### src/sv/lfu_pkg.sv
package lfu_pkg;

  // Fixed field widths of the ports and related constants
  localparam int CFG_W       = 4;
  localparam int CFG_RESET   = 8;
  localparam int IN_PAGE_W   = 8;
  localparam int FRAME_OUT_W = 3;
  localparam int PAGE_OUT_W  = 8;
  localparam int USE_OUT_W   = 16;
  localparam int HIT_W       = 16;
  localparam int STAMP_W     = 32;
  localparam int IN_CODES    = 256;

  // Sequencer states
  typedef enum logic [1:0] {
    ST_CLEAR,
    ST_IDLE,
    ST_SCAN,
    ST_DONE
  } state_t;

  // Per-cell control from the sequencer
  typedef struct packed {
    logic act;   // frame index is below the resident count
    logic lim;   // frame index is below the frame limit
    logic upd;   // commit: refresh the cached count if the page matches
    logic ld;    // commit: load the new page into this cell
  } cell_cmd_t;

endpackage

### src/sv/lfu_cell.sv
module lfu_cell import lfu_pkg::*; #(
  parameter int IDX    = 0,
  parameter int SLOT_W = 3,
  parameter int PG_W   = 8,
  parameter int CNT_W  = 16
) (
  input  logic               clk,
  input  cell_cmd_t          cmd,
  input  logic [PG_W-1:0]    pg,
  input  logic [STAMP_W-1:0] nstamp,
  input  logic [CNT_W-1:0]   new_cnt,
  // token from the left neighbor
  input  logic               ti_found,
  input  logic [SLOT_W-1:0]  ti_hslot,
  input  logic [CNT_W-1:0]   ti_bcnt,
  input  logic [STAMP_W-1:0] ti_bage,
  input  logic [SLOT_W-1:0]  ti_bslot,
  input  logic [PG_W-1:0]    ti_bpage,
  // token to the right neighbor
  output logic               to_found,
  output logic [SLOT_W-1:0]  to_hslot,
  output logic [CNT_W-1:0]   to_bcnt,
  output logic [STAMP_W-1:0] to_bage,
  output logic [SLOT_W-1:0]  to_bslot,
  output logic [PG_W-1:0]    to_bpage
);

  localparam logic [SLOT_W-1:0] MY_SLOT = SLOT_W'(IDX);

  // frame contents and cached use count of the resident page
  logic [PG_W-1:0]    page_r;
  logic [STAMP_W-1:0] stamp_r;
  logic [CNT_W-1:0]   cnt_r;

  logic               found_r,  found_nxt;
  logic [SLOT_W-1:0]  hslot_r,  hslot_nxt;
  logic [CNT_W-1:0]   bcnt_r,   bcnt_nxt;
  logic [STAMP_W-1:0] bage_r,   bage_nxt;
  logic [SLOT_W-1:0]  bslot_r,  bslot_nxt;
  logic [PG_W-1:0]    bpage_r,  bpage_nxt;

  logic [STAMP_W-1:0] age;
  logic               take;

  // hit search and victim search on the passing token
  always_comb begin
    age       = nstamp - stamp_r;
    found_nxt = ti_found;
    hslot_nxt = ti_hslot;
    if (!ti_found && cmd.act && (page_r == pg)) begin
      found_nxt = 1'b1;
      hslot_nxt = MY_SLOT;
    end
    // lower count wins, ties go to the older (or equal age, later) frame
    take = cmd.lim && ((IDX == 0) || (cnt_r < ti_bcnt) ||
                       ((cnt_r == ti_bcnt) && (age >= ti_bage)));
    bcnt_nxt  = take ? cnt_r   : ti_bcnt;
    bage_nxt  = take ? age     : ti_bage;
    bslot_nxt = take ? MY_SLOT : ti_bslot;
    bpage_nxt = take ? page_r  : ti_bpage;
  end

  always_ff @(posedge clk) begin
    found_r <= found_nxt;
    hslot_r <= hslot_nxt;
    bcnt_r  <= bcnt_nxt;
    bage_r  <= bage_nxt;
    bslot_r <= bslot_nxt;
    bpage_r <= bpage_nxt;
  end

  // frame load and count refresh at commit
  always_ff @(posedge clk) begin
    if (cmd.ld) begin
      page_r  <= pg;
      stamp_r <= nstamp;
      cnt_r   <= new_cnt;
    end else if (cmd.upd && (page_r == pg)) begin
      cnt_r <= new_cnt;
    end
  end

  assign to_found = found_r;
  assign to_hslot = hslot_r;
  assign to_bcnt  = bcnt_r;
  assign to_bage  = bage_r;
  assign to_bslot = bslot_r;
  assign to_bpage = bpage_r;

endmodule

### config.mk
export PLATFORM = sky130hd
export DESIGN_NAME = lfu_cell
export DESIGN_NICKNAME = d
export VERILOG_FILES = /design/src/sv/lfu_pkg.sv /design/src/sv/lfu_cell.sv
export SDC_FILE = /design/constraint.sdc
export NUM_CORES = 1
export LEC_CHECK = 0
export BUFFER_PORTS_ARGS = -buffer_cell sky130_fd_sc_hd__buf_4
export CELL_PAD_IN_SITES_DETAIL_PLACEMENT = 1
export CELL_PAD_IN_SITES_GLOBAL_PLACEMENT = 1
export CORE_AREA = 2 2 140 170
export DETAILED_ROUTE_END_ITERATION = 8
export DIE_AREA = 0 0 142 172
export HOLD_SLACK_MARGIN = 0.08
export PLACE_DENSITY_LB_ADDON = 0.25
export SLEW_MARGIN = 40
export SYNTH_ARGS = -nofsm -noshare
export SYNTH_HDL_FRONTEND = slang
export SYNTH_SLANG_ARGS = --single-unit
### constraint.sdc
create_clock -name clk -period 3.11 [get_ports clk]
set_clock_uncertainty 0.2 [all_clocks]
set_input_delay 0.4665 -clock clk [delete_from_list [all_inputs] [get_ports clk]]
set_output_delay 0.4665 -clock clk [all_outputs]
set_load 0.005 [all_outputs]
==> results.sh <==
export IMPL_final_nets=985
export IMPL_place_ws_ns=-0.05168
export IMPL_synth_common_cells="dfxtp_1, edfxtp_1, mux2_2, inv_1, a21oi_1"
export IMPL_status="complete, no violations"
export IMPL_power_frac_seq_pct=37.1
export IMPL_required_ns=3.21
export IMPL_synth_net_count=657
export IMPL_crit_arrival_ns=3.11
export IMPL_antennaDiodeCount=0
export IMPL_grt_ovfl_total=0
export IMPL_tightest_slew_ns=0.6902
export IMPL_worstSetupStartpointType="input pin"
export IMPL_syn_to_final_growth_pct=65.34
export IMPL_intPower_w=0.003612
export IMPL_first_pass_iters=4
export IMPL_grt_first_pass_wirelength_um=29680
export IMPL_htree_levels=4
export IMPL_grt_max_degree=36
export IMPL_place_gp_congestion=0.8186
export IMPL_rsz0062_at_grt="no"
export IMPL_ir_drop_mv=0.3706
export IMPL_p_sw_w=0.001408
export IMPL_finalSetupTns_ns=0
export IMPL_ios=187
export IMPL_synth_edf_count=56
export IMPL_tritoncts_num_buffers=17
export IMPL_p_comb_share_pct=23.2
export IMPL_viasPerCell=4.500
export IMPL_die_area_um2=24420
export IMPL_ant_nets=0
export IMPL_p_clk_share_pct=39.7
export IMPL_maxSlewHeadroom_pct=53.99
export IMPL_layout_setup_ws_ns=0.1035
export IMPL_initial_utilization_pct=24.61
export IMPL_clk_latency_ns=0.43
export IMPL_layout_drive_gt1_share_pct=36.34
export IMPL_cp_max_fo=4
export IMPL_min_path_type="in -> reg"
export IMPL_remaining_drc_errors=0
export IMPL_synth_area_um2=5617
export IMPL_nFillCells=2467
export IMPL_crit_path_end_kind="flip-flop"
export IMPL_dp_hpwl_um=13380
export IMPL_cts_root_buf="clkbuf_16"
export IMPL_clock_sink_count=119
export IMPL_synth_most_common_cell="dfxtp_1"
export IMPL_grt_usage_pct=15.76
export IMPL_die_h_um=172
export IMPL_post_route_period_util_pct=96.67
export IMPL_coreArea_um2=22820
export IMPL_yosys_area_top_type="edfxtp_1"
export IMPL_synth_top_area_share_pct=29.94
export IMPL_clock_path_buffers=2
export IMPL_ys_types=52
export IMPL_fmax_ghz=0.3326
export IMPL_totalWireLength_um=18870
export IMPL_cts_tree="done"
export IMPL_setup_violations=0
export IMPL_rows=61
export IMPL_post_route_min_period_ns=3.006
export IMPL_cts_reportedPaths_clkPinSlew_ns=0.06
export IMPL_switching_share_pct=28.04
export IMPL_drt_initial_drc_count=111
export IMPL_antenna_found_initial=0
export IMPL_wl_per_cell_um=16.77
export IMPL_syn_inst=501
export IMPL_synthFlopType="dfxtp_1"
export IMPL_yosys_warnings=0
export IMPL_cellLeakagePower_nw=4.067
export IMPL_port_buffers=186
export IMPL_die_w_um=142
export IMPL_critPathKind="in -> reg"
export IMPL_num_vias=5062
export IMPL_cap_violations=0
export IMPL_synth_seq_cells=119
export IMPL_final_core_util_pct=40.69
export IMPL_slew_viol_final=0
export IMPL_syn_avg_cell_area_um2=11.21
export IMPL_hold_violations=0
export IMPL_power_density_nw_per_um2=540.5
export IMPL_synth_area_leaders="edfxtp_1, dfxtp_1, mux2_2"
export IMPL_synth_async_reset_ratio_pct=0
export IMPL_grt_pass1_vias=5728
export IMPL_synth_seq_area_share_pct=52.39
## metrics by stage
stage               area, um2  total power, W  hold slack, ns  instances
floorplan                5617        0.002400          0.2478        501
global placement         7473        0.002901          0.2545        978
detailed placement       7473        0.002925          0.2575        978
CTS                      9189        0.005069         0.08143       1123
global route             9286        0.005284         0.08898       1125
finish                   9286        0.005020         0.09922       1125
## layout by cell type, fill, tap and decap left out, drive strengths merged, types with 5 or more instances in the layout
| master | synthesis | layout |
|---|---|---|
| a21o | 17 | 17 |
| a21oi | 36 | 36 |
| and2 | 5 | 5 |
| and3 | 6 | 6 |
| buf | 8 | 210 |
| clkbuf | 6 | 19 |
| dfxtp | 63 | 63 |
| dlygate4sd3 | 0 | 113 |
| edfxtp | 56 | 56 |
| ha | 31 | 31 |
| inv | 36 | 44 |
| mux2 | 42 | 42 |
| nand2 | 33 | 33 |
| nand2b | 7 | 7 |
| nand3 | 9 | 9 |
| nand4 | 9 | 9 |
| nor2 | 23 | 23 |
| nor2b | 10 | 10 |
| o2111ai | 6 | 6 |
| o21a | 5 | 5 |
| o21ai | 21 | 21 |
| xnor2 | 21 | 21 |
| xor2 | 12 | 12 |
## final timing paths
| kind | startpoint | to | slack (ns) | cells after the start |
|---|---|---|---|---|
| max reg2reg | stamp_r[0] | to_bage[28] | 0.34 | 10 |
| min reg2reg | cnt_r[7] | to_bcnt[7] | 0.27 | 1 |
| min | ti_bage[17] | to_bage[17] | 0.1 | 3 |
| max | nstamp[8] | to_bage[28] | 0.10 | 12 |
## state kept, by name (all words and copies together), names as in the netlist
signal	flops
stamp_r	32
cnt_r	16
to_found	1
to_hslot	3
to_bage	32
page_r	8
to_bpage	8
to_bcnt	16
to_bslot	3
## final cells by class
class / instances / area (um2) / share of cell area, %
flip-flops and latches: 119 / 2943 / 31.69
multi-input cells: 332 / 2562 / 27.59
inverters: 36 / 135.1 / 1.455
clock buffers: 19 / 454.2 / 4.891
clock inverters: 13 / 130.1 / 1.401
well taps: 283 / 354.1 / 3.813
repair buffers: 323 / 2708 / 29.16
## per-layer routing
layer	global-route usage (%)	routed length, um
met1	17.11	7605
met2	29.32	9950
met3	4.874	997
met4	4.609	314
met5	0	0
## what timing repair did
action                                  4_1_cts  5_1_grt
endpoints found under the setup margin        0       11
buffers inserted                              0        2
gates resized for setup                       0       18
endpoints found under the hold margin       112        0
hold buffers                                113        0
## critical path, cell delays in order
cell           delay (ns)
dlygate4sd3_1        0.54
buf_4                0.14
ha_1                 0.35
buf_4                0.17
o21ai_0              0.17
nor2_1               0.12
a211oi_2             0.23
nand2_1              0.12
a41o_1               0.28
nor2_4               0.13
o21ai_0              0.11
a221o_1              0.29
## kinds of logic after synthesis
logic type,synth area share [%]
AO/OA/AOI/OAI,13.25
XOR/XNOR,5.146
adder cells (fa/ha/maj),7.262
buffers and inverters,3.453
flip-flops,52.39
multiplexers,8.421
AND/OR/NAND/NOR,10.07
## power groups by stage
stage / Combinational, W / Sequential, W / Clock [W]
floorplan: 0.000505 / 0.00189 / 0
global placement: 0.00101 / 0.00189 / 0
detailed placement: 0.00103 / 0.00190 / 0
CTS: 0.00115 / 0.00186 / 0.00205
global route: 0.00129 / 0.00188 / 0.00212
finish: 0.00117 / 0.00186 / 0.00199
No activity file was read; power rests on OpenSTA's default activity.
